File: config.mk
export PLATFORM = sky130hd
export DESIGN_NAME = v2dc_window
export DESIGN_NICKNAME = d
export VERILOG_FILES = /design/src/rtl/v2dc_pkg.sv /design/src/rtl/v2dc_window.sv
export SDC_FILE = /design/constraint.sdc
export NUM_CORES = 1
export LEC_CHECK = 0
export BUFFER_PORTS_ARGS = -buffer_cell sky130_fd_sc_hd__buf_2
export CAP_MARGIN = 20
export CORE_ASPECT_RATIO = 0.9
export CORE_MARGIN = 2
export CORE_UTILIZATION = 45
export CTS_CLUSTER_DIAMETER = 30
export DETAILED_ROUTE_END_ITERATION = 16
export GPL_ROUTABILITY_DRIVEN = 0
export HOLD_SLACK_MARGIN = 0.12
export PLACE_DENSITY = 0.79
export SYNTH_ARGS = -nofsm -noshare
export SYNTH_HDL_FRONTEND = slang
export SYNTH_SLANG_ARGS = --single-unit
File: constraint.sdc
create_clock -name clk_i -period 2.2 [get_ports clk_i]
set_clock_uncertainty 0.2 [all_clocks]
set_input_delay 0.22 -clock clk_i [delete_from_list [all_inputs] [get_ports clk_i]]
set_output_delay 0.22 -clock clk_i [all_outputs]
set_load 0.005 [all_outputs]
File: src/rtl/v2dc_pkg.sv
// Shared types, constants and helper functions for the valid-region 2D convolution core.
// Used by every module under rtl/; it has no dependencies of its own.
`timescale 1ns / 1ps

package v2dc_pkg;

  // Geometry and arithmetic sizes.
  localparam int unsigned MAX_WIDTH_DEF = 1024;
  localparam int unsigned KERNEL        = 3;
  localparam int unsigned LINES         = KERNEL - 1;
  localparam int unsigned CHANNELS      = 3;
  localparam int unsigned PIX_W         = 8;
  localparam int unsigned PIXEL_W       = CHANNELS * PIX_W;
  localparam int unsigned COEF_W        = 16;
  localparam int unsigned PROD_W        = COEF_W + PIX_W;
  localparam int unsigned SUM_W         = 28;
  localparam int unsigned FRAC_W        = 12;
  localparam int unsigned GEOM_W        = 13;
  localparam int unsigned DIM_W         = 11;
  localparam int unsigned ROW_W         = 10;
  localparam int unsigned KSIZE_W       = 2;
  localparam int unsigned CFG_IDX_W     = 3;
  localparam int unsigned CFG_DATA_W    = 48;

  localparam logic [DIM_W-1:0]   DIM_RESET    = 11'd1024;
  localparam logic [DIM_W-1:0]   HEIGHT_LIMIT = 11'd1024;
  localparam logic [KSIZE_W-1:0] KSIZE_RESET  = 2'd3;
  localparam logic [PIX_W-1:0]   BYTE_MAX     = 8'd255;

  // Configuration register indexes.
  typedef enum logic [CFG_IDX_W-1:0] {
    CFG_IMAGE_WIDTH  = 3'd0,
    CFG_IMAGE_HEIGHT = 3'd1,
    CFG_KERNEL_ROWS  = 3'd2,
    CFG_KERNEL_COLS  = 3'd3,
    CFG_COEF_TOP     = 3'd4,
    CFG_COEF_MID     = 3'd5,
    CFG_COEF_BOT     = 3'd6
  } cfg_idx_e;

  // A packed pixel holds red in the low byte.
  typedef logic [PIXEL_W-1:0]                 pixel_t;
  typedef pixel_t [KERNEL-1:0]                column_t;
  typedef pixel_t [KERNEL-1:0][KERNEL-1:0]    window_t;
  typedef logic [COEF_W-1:0]                  coef_t;
  typedef coef_t [KERNEL-1:0][KERNEL-1:0]     coef_grid_t;

  typedef struct packed {
    logic [PIX_W-1:0] blue_in;
    logic [PIX_W-1:0] green_in;
    logic [PIX_W-1:0] red_in;
  } in_item_t;

  typedef struct packed {
    logic                    frame_end;
    logic [PIX_W-1:0]        blue_byte;
    logic [PIX_W-1:0]        green_byte;
    logic [PIX_W-1:0]        red_byte;
    logic signed [SUM_W-1:0] blue_sum;
    logic signed [SUM_W-1:0] green_sum;
    logic signed [SUM_W-1:0] red_sum;
  } out_item_t;

  // Control that travels with a pixel down the pipeline.
  typedef struct packed {
    logic vld;
    logic produce;
    logic frame_end;
  } stage_ctl_t;

  // Status the arithmetic unit reports back to the stage ahead of it.
  typedef struct packed {
    logic ready;
    logic busy;
  } mac_status_t;

  // Picks kernel coefficient (m, n) from the three packed row registers.
  function automatic coef_t coef_pick(input logic [CFG_DATA_W-1:0] top,
                                      input logic [CFG_DATA_W-1:0] mid,
                                      input logic [CFG_DATA_W-1:0] bot,
                                      input logic [KSIZE_W-1:0]    m,
                                      input logic [KSIZE_W-1:0]    n);
    logic [CFG_DATA_W-1:0] row;
    coef_t                 res;
    unique case (m)
      2'd0:    row = top;
      2'd1:    row = mid;
      default: row = bot;
    endcase
    unique case (n)
      2'd0:    res = row[0*COEF_W +: COEF_W];
      2'd1:    res = row[1*COEF_W +: COEF_W];
      default: res = row[2*COEF_W +: COEF_W];
    endcase
    return res;
  endfunction

  // Truncates a Q.12 sum toward zero and clamps it to a byte.
  function automatic logic [PIX_W-1:0] to_byte(input logic signed [SUM_W-1:0] s);
    logic [PIX_W-1:0] res;
    if (s[SUM_W-1]) begin
      res = '0;
    end else if (|s[SUM_W-2:FRAC_W+PIX_W]) begin
      res = BYTE_MAX;
    end else begin
      res = s[FRAC_W+PIX_W-1:FRAC_W];
    end
    return res;
  endfunction

endpackage

File: src/rtl/v2dc_window.sv
// Shifting pixel window: one new column enters on the right for every pixel.
// Depends on v2dc_pkg.
`timescale 1ns / 1ps

module v2dc_window (
  input  logic                clk_i,
  input  logic                rst_ni,
  input  logic                shift_i,
  input  v2dc_pkg::column_t   col_i,
  output v2dc_pkg::window_t   win_o
);

  v2dc_pkg::window_t win_q;
  v2dc_pkg::window_t win_d;

  // Every row moves one column left, and the new column fills the right edge.
  always_comb begin
    for (int i = 0; i < int'(v2dc_pkg::KERNEL); i++) begin
      for (int j = 0; j < int'(v2dc_pkg::KERNEL) - 1; j++) begin
        win_d[i][j] = win_q[i][j+1];
      end
      win_d[i][v2dc_pkg::KERNEL-1] = col_i[i];
    end
  end

  // The window starts out all zero after reset.
  always_ff @(posedge clk_i or negedge rst_ni) begin
    if (!rst_ni) begin
      win_q <= '0;
    end else if (shift_i) begin
      win_q <= win_d;
    end
  end

  assign win_o = win_q;

endmodule

# == After elaboration in Yosys (flattened, before gate mapping) ==
# Cells that the tools add are included.
# word_totals
in_bits,75
register_bits,216
out_inout_bits,216
word_cells,9

# == Logic depth before layout (Yosys ltp) ==
# Gate-level depths: netlist (run 1).
# depth
ltp_word,0
depth_mapped,4
ltp_nobuf,1

# == Least setup slack after synthesis (run 1) ==
# No wires, ideal clock.
# synth_timing
kind,input-to-reg
start,input shift_i
end,"register win_q, in the netlist win_o[192]"
required_time_ns,1.875
setup_slack_ns,0.944
stages,4
path_buffers,3
arrival_time_ns,0.931
setup_ns,0.125
cell_sequence,buf_6 > buf_6 > buf_6 > mux2_2
# synth_lines
element,line,rtl
from (decl),v2dc_window.sv:8,"input logic shift_i,"
to (signal assigned),v2dc_window.sv:31,win_q <= win_d;
to (decl),v2dc_window.sv:13,v2dc_pkg::window_t win_q;
# No word-level cell between the ends.

# == Worst setup path in the final report (run 1) ==
# layout_timing
start,input shift_i
end,"register win_q, in the netlist win_o[127]"
# No word-level cell between the ends.

==> qor.txt, run 1 <==
Outcome - complete, no violations
LEAKAGE - 0.00568 uW
N_diodes - 0
Number of flip-flops under the largest register name - 216
DRC errors left - 0
Slew @ Worst Pin - 0.412 ns
Minimum clock period - 1.96 ns
Die footprint - 19000 um^2
Wire per inst - 16.6 um
Vias in the first global route - 5699
CP cell instances - dlygate4sd3_1 -> clkbuf_8 -> mux2_2 -> dlygate4sd3_1
Data arrival time of the worst path - 2.12 ns
Setup Viol. Count Final - 0
Clock Power Share - 48.4%
Via-to-Cell Ratio - 4.77
Startpoint types - input port
Distinct cells, synth - 4
Clock sink count - 216
Sw frac - 23.0%
Antenna violations before repair - 0
Crit path max fanout - 46
Reg-to-reg setup timing slack - 0.64 ns
Pwr Density - 1080 nW/um^2
H-tree depth - 2
Critical Path RT - 2.37 ns
Synth Area per Inst - 17.7 um^2
Starting Density - 45.8%
Yosys reg bits - 216
R2r worst-path depth - 2
Largest cells by area after synthesis - dfrtp_1, mux2_2, buf_6
Setup TNS - 0 ns
Congestion Overflow GR - 0
Die W - 145 um
DP HPWL - 11600 um
Drt first pass iters - 6
RSZ-0062 raised after global routing - false
Post-synth top area cell - dfrtp_1
Layout cells sized above 1 - 65.8%
Vias after detailed routing - 5401
# rows - 46
Worst hold start - win_o[2]$_DFFE_PN0P_
Core Util, Final - 68.2%
Post-CTS Setup Inserts - 0
Layout area overhead - 49.0%
Slowest stage cell, crit path - dlygate4sd3_1
Total Wirelength - 18800 um
Psw - 3000 uW
Peak VDD IR - 0.860 mV
Final Hold Viols - 0
Final slew viol count - 0
Slew margin rel. - 72.6%
Max-capacitance violation count - 0
# IOs - 291
Drt first-iter violations - 162
Total Routing Usage GR - 19.1%
Die Span Y - 131 um
Yosys top cell area share - 67.0%
Cts bufs inserted - 40
CTS Root Cell - clkbuf_16
Cell repeated most along the worst path - dlygate4sd3_1
Layout Nets - 936
Number of I/O port buffers - 290
P_int - 10000 uW
Reg clk slew, reported paths - 0.05 ns
DP Worst Slack - 0.563 ns
Fin worst setup slack - 0.245 ns
Synthesis Warnings - 0
Sequential fraction of design power - 38.2%
CTS tree - built
Largest net degree at the start of global routing - 77
Crit path largest cell delay - 0.57 ns
Hold Path Cell Cnt - 1
Hold EP - win_o[2]$_DFFE_PN0P_
Clk_lat worst skew - 0.50 ns
Crit path kind - input port to flip-flop
Area of the mapped netlist - 8060 um^2
Core area - 17600 um^2
Seq/Total Area, Yosys - 67.0%
Max Fclk - 0.511 GHz
Worst R2R Start - win_o[127]$_DFFE_PN0P_
Logic gate share of total power - 13.5%
Net count after synthesis - 531
Clk buf depth - 3
CP endpoint kind - flip-flop
Period utilization - 88.9%
First-pass GRT wire length - 29300 um
Hold Crit Class - flip-flop to flip-flop
Cell count after synthesis - 456
Detail Route Antenna Nets - 0
Reg2reg end - win_o[127]$_DFFE_PN0P_
[power groups by stage]
stage                     Combinational [uW]  Sequential [uW]  Clock [uW]
after detailed placement                1620             5010           0
after CTS                               1760             4960        6420
after global routing                    1890             5040        6620
after global placement                  1580             4980           0
final                                   1750             4960        6290
after floorplan                          670             5020           0
[layer usage]
metal	share of wire, %	GRT usage (%)
met3	6.3	5.31
met1	40	23.3
met4	2.7	7.44
met2	51	33.1
met5	0	0
[worst max-delay path, delay by kind of cell]
kind	cells	cell delay, ns
buffers and inverters	3	1.48
multiplexers	1	0.40
[cells in the final DEF (no fill, tap or decap)]
| cell type | instances |
|---|---|
| clkbuf_1 | 9 |
| buf_2 | 288 |
| bufinv_16 | 6 |
| dfrtp_1 | 216 |
| buf_4 | 12 |
| dlygate4sd3_1 | 80 |
| clkbuf_16 | 42 |
| clkinv_8 | 1 |
| clkinv_4 | 2 |
| buf_12 | 5 |
| clkinv_2 | 7 |
| mux2_2 | 216 |
| clkbuf_8 | 8 |
[area by class of cell]
cell class,instances,area (um^2)
fill,1205,5600
timing repair buffer,387,2460
clock inverter,16,249
clock buffer,57,1170
sequential,216,5410
multi-input combinational,216,2430
tap,240,300
[through the flow]
step                instances  instance area, um^2  hold WS (ns)  power [uW]
global route             1132                12000         0.291       13600
CTS                      1132                12000         0.267       13100
floorplan                 456                 8060        -0.276        5690
finish                   1132                12000         0.297       13000
global placement          978                 9780       -0.0337        6570
detailed placement        978                 9780       -0.0245        6630
[worst max path at each step]
stage          startpoint                      to  slack (ns)  cells after the start
2_1_floorplan     shift_i  win_o[192]$_DFFE_PN0P_        0.94                      4
3_3_place_gp      shift_i  win_o[199]$_DFFE_PN0P_        0.57                      3
3_5_place_dp      shift_i  win_o[201]$_DFFE_PN0P_        0.56                      3
4_1_cts           shift_i   win_o[51]$_DFFE_PN0P_        0.31                      4
5_1_grt           shift_i  win_o[127]$_DFFE_PN0P_        0.23                      4
6_report          shift_i  win_o[127]$_DFFE_PN0P_        0.24                      4
[logic make-up (layout without fill, tap and decap cells)]
logic type | after synthesis | after routing | share of synthesized area, %
multiplexers | 216 | 216 | 30.2
flip-flops | 216 | 216 | 67.0
buffers and inverters | 24 | 460 | 2.81
[synth_stat cells, drive strengths merged]
cell type and count:
buf 24, dfrtp 216, mux2 216
[timing repair]
| item | 4_1_cts | 5_1_grt |
|---|---|---|
| resized for setup | 0 | 0 |
| endpoints found under the hold margin | 303 | 0 |
| hold buffers | 81 | 0 |
Note: power is estimated with default switching activity, not from simulation.
==> inputs of run 2 (changes only) <==
--- a/config.mk
+++ b/config.mk
@@ -5,6 +5,7 @@
 export SDC_FILE = /design/constraint.sdc
 export NUM_CORES = 1
 export LEC_CHECK = 0
+export ABC_AREA = 1
 export BUFFER_PORTS_ARGS = -buffer_cell sky130_fd_sc_hd__buf_2
 export CAP_MARGIN = 20
 export CORE_ASPECT_RATIO = 0.9
@@ -14,7 +15,8 @@
 export DETAILED_ROUTE_END_ITERATION = 16
 export GPL_ROUTABILITY_DRIVEN = 0
 export HOLD_SLACK_MARGIN = 0.12
-export PLACE_DENSITY = 0.79
+export PLACE_DENSITY = 0.78
+export SETUP_SLACK_MARGIN = 0.1
 export SYNTH_ARGS = -nofsm -noshare
 export SYNTH_HDL_FRONTEND = slang
 export SYNTH_SLANG_ARGS = --single-unit
==> qor.txt, run 2 <==
Setup TNS - 0 ns
Antenna violations before repair - 0
Net count after synthesis - 987
Vias in the first global route - 8462
Cell family with most CP delay - buffers and inverters
Die footprint - 19300 um^2
First-pass GRT wire length - 43000 um
Slew margin rel. - 37.7%
Final Cell Area - 13200 um^2
Drt first pass iters - 6
EDFF count, synth - 0
Wire per inst - 16.2 um
Crit path kind - flip-flop to flip-flop
# IOs - 291
R2r worst-path depth - 4
Congestion Overflow GR - 0
Peak VDD IR - 0.674 mV
Number of I/O port buffers - 290
Commonest non-fill, non-tap cells in the layout - nand2_1, buf_2, dfrtp_1
Reg-to-reg setup timing slack - 0.23 ns
Commonest cells in the synthesized netlist - nand2_1, dfrtp_1, buf_2
Clk buf depth - 3
Core area - 17700 um^2
Pwr Density - 976 nW/um^2
Detail Route Antenna Nets - 0
Layout cells sized above 1 - 26.3%
Die W - 146 um
Synthesis Warnings - 0
Clock sink count - 216
Period utilization - 89.7%
Fraction of registers with async set/reset - 100%
Crit path max fanout - 3
Storage element area - 5410 um^2
Post-synth top area cell - dfrtp_1
Die Span Y - 132 um
Crit path depth - 4
Seq/Total Area, Yosys - 66.1%
Fin worst setup slack - 0.226 ns
LEAKAGE - 0.00732 uW
Crit path largest cell delay - 0.57 ns
Worst setup path end - win_o[152]$_DFFE_PN0P_
Yosys top cell area share - 66.1%
N_diodes - 0
Main flop type after synthesis - dfrtp_1
CP endpoint kind - flip-flop
Cell count after synthesis - 912
Hold Crit Class - input port to flip-flop
Data arrival time of the worst path - 2.16 ns
Starting Density - 46.1%
Reg clk slew, reported paths - 0.05 ns
Distinct cells, synth - 7
Total Wirelength - 27200 um
Setup Viol. Count Final - 0
DP Worst Slack - 0.787 ns
RSZ-0062 raised after global routing - false
Cts bufs inserted - 41
Number of flip-flops under the largest register name - 216
Layout Nets - 1480
Outcome - complete, no violations
Layout area overhead - 61.9%
Slew @ Worst Pin - 0.931 ns
Final slew viol count - 0
CTS Root Cell - clkbuf_16
Via-to-Cell Ratio - 4.89
Worst R2R Start - win_o[176]$_DFFE_PN0P_
Most common cell after layout, fill and taps aside - nand2_1
Critical Path RT - 2.39 ns
Buffers & Inverters on Critical Path - 2
Vias after detailed routing - 8193
Post-DP Area - 9820 um^2
Worst hold start - shift_i
Total Routing Usage GR - 27.9%
Startpoint types - flip-flop
Area of the mapped netlist - 8180 um^2
Max Fclk - 0.506 GHz
Synth Area per Inst - 8.96 um^2
Yosys reg bits - 216
Largest cells by area after synthesis - dfrtp_1, nand2_1, buf_6
CTS tree - built
# fillers - 1119
Most numerous cell in the Yosys netlist - nand2_1
Multi-input logic area - 2430 um^2
Worst Setup SP - win_o[176]$_DFFE_PN0P_
# rows - 46
DP HPWL - 13600 um
CP cell instances - nand2_1 -> dlygate4sd3_1 -> nand2_1 -> dlygate4sd3_1
Minimum clock period - 1.97 ns
DRC errors left - 0
Final Hold Viols - 0
Hold Path Cell Cnt - 5
Slowest stage cell, crit path - dlygate4sd3_1
Drt first-iter violations - 454
H-tree depth - 2
Largest net degree at the start of global routing - 60
Reg2reg end - win_o[152]$_DFFE_PN0P_
Max-capacitance violation count - 0
Clk_lat worst skew - 0.50 ns
==> run 2: area by class of cell <==
class	count	area share, %
Sequential cell	216	40.8
Clock buffer	48	8.18
Multi-Input combinational cell	648	18.4
Tap cell	240	2.27
Inverter	1	0.0662
Timing Repair Buffer	497	27.6
Clock inverter	25	2.73
==> run 2: repair_timing <==
| action | 4_1_cts | 5_1_grt |
|---|---|---|
| setup buffers | 0 | 0 |
| resized for setup | 0 | 0 |
| endpoints found under the hold margin | 428 | 0 |
| hold buffers | 193 | 0 |
==> run 2: through the flow <==
stage,total power (uW),std cells,hold WS (ns),utilization (%)
global placement,6000,1409,0.00848,55.4
CTS,12900,1675,0.233,74.7
finish,12900,1675,0.224,74.7
global route,13400,1675,0.245,74.7
floorplan,5280,912,-0.276,-
detailed placement,6050,1409,0.0129,55.4
==> run 2: layer usage <==
layer / wire [um] / up-vias / track usage (%) / part of all wire, %
met4: 1360 / 0 / 14.3 / 5.0
met5: 0 / - / 0 / 0
met2: 14000 / 395 / 49.1 / 51
met1: 9880 / 3948 / 31.0 / 36
li1: - / 3745 / - / -
met3: 2000 / 105 / 8.06 / 7.3
==> run 2: logic make-up (layout without fill, tap and decap cells) <==
logic type             after synthesis  after routing  share of synthesized area, %
AND/OR/NAND/NOR                    648            648                          29.8
flip-flops                         216            216                          66.1
buffers and inverters               48            571                          4.13
==> run 2: report_power, final <==
group | total [uW] | internal [uW] | switching [uW]
logic | 1670 | 826 | 846
registers | 4730 | 4420 | 318
clock network | 6510 | 4460 | 2050
total | 12900 | 9700 | 3210
==> run 2: tightest hold or removal path, stage by stage <==
cell     delay [ns]
buf_6          0.12
buf_12         0.18
buf_16         0.21
nand2_1        0.09
nand2_1        0.05
==> run 2: worst min-delay path by stage <==
stage | end | slack, ns
global route | win_o[96]$_DFFE_PN0P_ | 0.25
floorplan | win_o[0]$_DFFE_PN0P_ | -0.28
CTS | win_o[150]$_DFFE_PN0P_ | 0.23
detailed placement | win_o[161]$_DFFE_PN0P_ | 0.01
global placement | win_o[209]$_DFFE_PN0P_ | 0.008
finish | win_o[183]$_DFFE_PN0P_ | 0.22
==> inputs of run 3 (changes only) <==
--- a/config.mk
+++ b/config.mk
@@ -10,12 +10,12 @@
 export CAP_MARGIN = 20
 export CORE_ASPECT_RATIO = 0.9
 export CORE_MARGIN = 2
-export CORE_UTILIZATION = 45
+export CORE_UTILIZATION = 50
 export CTS_CLUSTER_DIAMETER = 30
 export DETAILED_ROUTE_END_ITERATION = 16
 export GPL_ROUTABILITY_DRIVEN = 0
 export HOLD_SLACK_MARGIN = 0.12
-export PLACE_DENSITY = 0.78
+export PLACE_DENSITY = 0.85
 export SETUP_SLACK_MARGIN = 0.1
 export SYNTH_ARGS = -nofsm -noshare
 export SYNTH_HDL_FRONTEND = slang
==> qor.txt, run 3 (synthesis results as in run 2) <==
Post-CTS sizing - 0
Max Fclk - 0.578 GHz
Post-DP Area - 9740 um^2
GRT busiest layer - met2
Data arrival time of the worst path - 1.96 ns
# rows - 44
Commonest non-fill, non-tap cells in the layout - nand2_1, buf_2, dfrtp_1
RSZ-0062 raised after global routing - false
Detail Route Antenna Nets - 0
Wire per inst - 15.9 um
Number of I/O port buffers - 290
Layout Nets - 1368
Vias after detailed routing - 7652
Vias in the first global route - 7843
GR Util met3 - 6.43%
First-pass GRT wire length - 39400 um
Period utilization - 78.6%
DRC errors left - 0
Worst hold start - win_o[17]$_DFFE_PN0P_
CTS Root Cell - clkbuf_16
Worst R2R Start - win_o[129]$_DFFE_PN0P_
Critical Path RT - 2.43 ns
Clk_lat worst skew - 0.50 ns
Antenna violations before repair - 0
Crit path max fanout - 45
Total Wirelength - 24300 um
Core area - 16100 um^2
Drt first-iter violations - 428
Final Hold Viols - 0
Max-capacitance violation count - 0
Starting Density - 50.9%
Layout cells sized above 1 - 27.6%
Final Cell Area - 12000 um^2
Die footprint - 17400 um^2
Setup Viol. Count Final - 0
Cts bufs inserted - 37
H-tree depth - 2
Worst Setup SP - shift_i
CP endpoint kind - flip-flop
Setup TNS - 0 ns
Clk buf depth - 3
Total Routing Usage GR - 27.7%
Outcome - complete, no violations
Largest net degree at the start of global routing - 100
Total power - 12200 uW
Congestion Overflow GR - 0
Crit path kind - input port to flip-flop
Hold_ws - 0.262 ns
Peak VDD IR - 1.36 mV
N_diodes - 0
Startpoint types - input port
Most common cell after layout, fill and taps aside - nand2_1
Minimum clock period - 1.73 ns
CTS tree - built
Hold Crit Class - flip-flop to flip-flop
# IOs - 291
Slew margin rel. - 68.8%
Drt first pass iters - 5
Reg clk slew, reported paths - 0.05 ns
Via-to-Cell Ratio - 5.02
Final slew viol count - 0
Number of flip-flops under the largest register name - 216
Clock sink count - 216
Pwr Density - 1020 nW/um^2
Met1 GRT Util - 32.0%
Die W - 139 um
Layout area overhead - 46.3%
LEAKAGE - 0.00691 uW
Die Span Y - 125 um
Slew @ Worst Pin - 0.468 ns
DP HPWL - 13000 um
Met2 usage - 48.8%
## run 3: worst paths after layout
path	cells after the start	slack [ns]	endpoint
worst max-delay path	5	0.47	win_o[200]$_DFFE_PN0P_
worst min-delay path	2	0.26	win_o[17]$_DFFE_PN0P_
worst max register to register	2	1.29	win_o[129]$_DFFE_PN0P_
worst min register to register	2	0.26	win_o[17]$_DFFE_PN0P_
max in group asynchronous	4	0.49	win_o[151]$_DFFE_PN0P_
min in group asynchronous	3	0.61	win_o[129]$_DFFE_PN0P_
## run 3: cell type report
type / instances / area (um^2)
fill: 1013 / 4120
clock buffer: 48 / 1080
clock inverter: 16 / 255
multi-input combinational: 648 / 2430
timing repair buffer: 389 / 2520
sequential: 216 / 5410
tap: 207 / 259
inverter: 1 / 8.76
## run 3: through the flow
step                      utilization [%]  setup WS [ns]  cells
after floorplan                         -           1.11    912
final                                74.4          0.470   1525
after global routing                 74.4          0.344   1525
after global placement               60.6          0.711   1373
after detailed placement             60.6          0.672   1373
after CTS                            74.4          0.495   1525
## run 3: report_power, final
part / switching [uW] / internal (uW)
clock network: 1910 / 4160
registers: 329 / 4410
logic: 774 / 648
total: 3010 / 9220
## run 3: worst max-delay path, cell delays in order
cell and delay (ns):
dlygate4sd3_1 0.55, buf_6 0.34, nand2_1 0.14, dlygate4sd3_1 0.62, nand2_1 0.08
## run 3: metal layers
metal | vias to the layer above | part of all wire [%]
met3 | 100 | 6.8
li1 | 3506 | -
met2 | 379 | 52
met5 | - | 0
met4 | 0 | 4.8
met1 | 3667 | 37
## run 3: what timing repair did
action | 4_1_cts | 5_1_grt
hold endpoints to repair | 317 | 0
buffers inserted | 0 | 0
hold buffers | 88 | 0
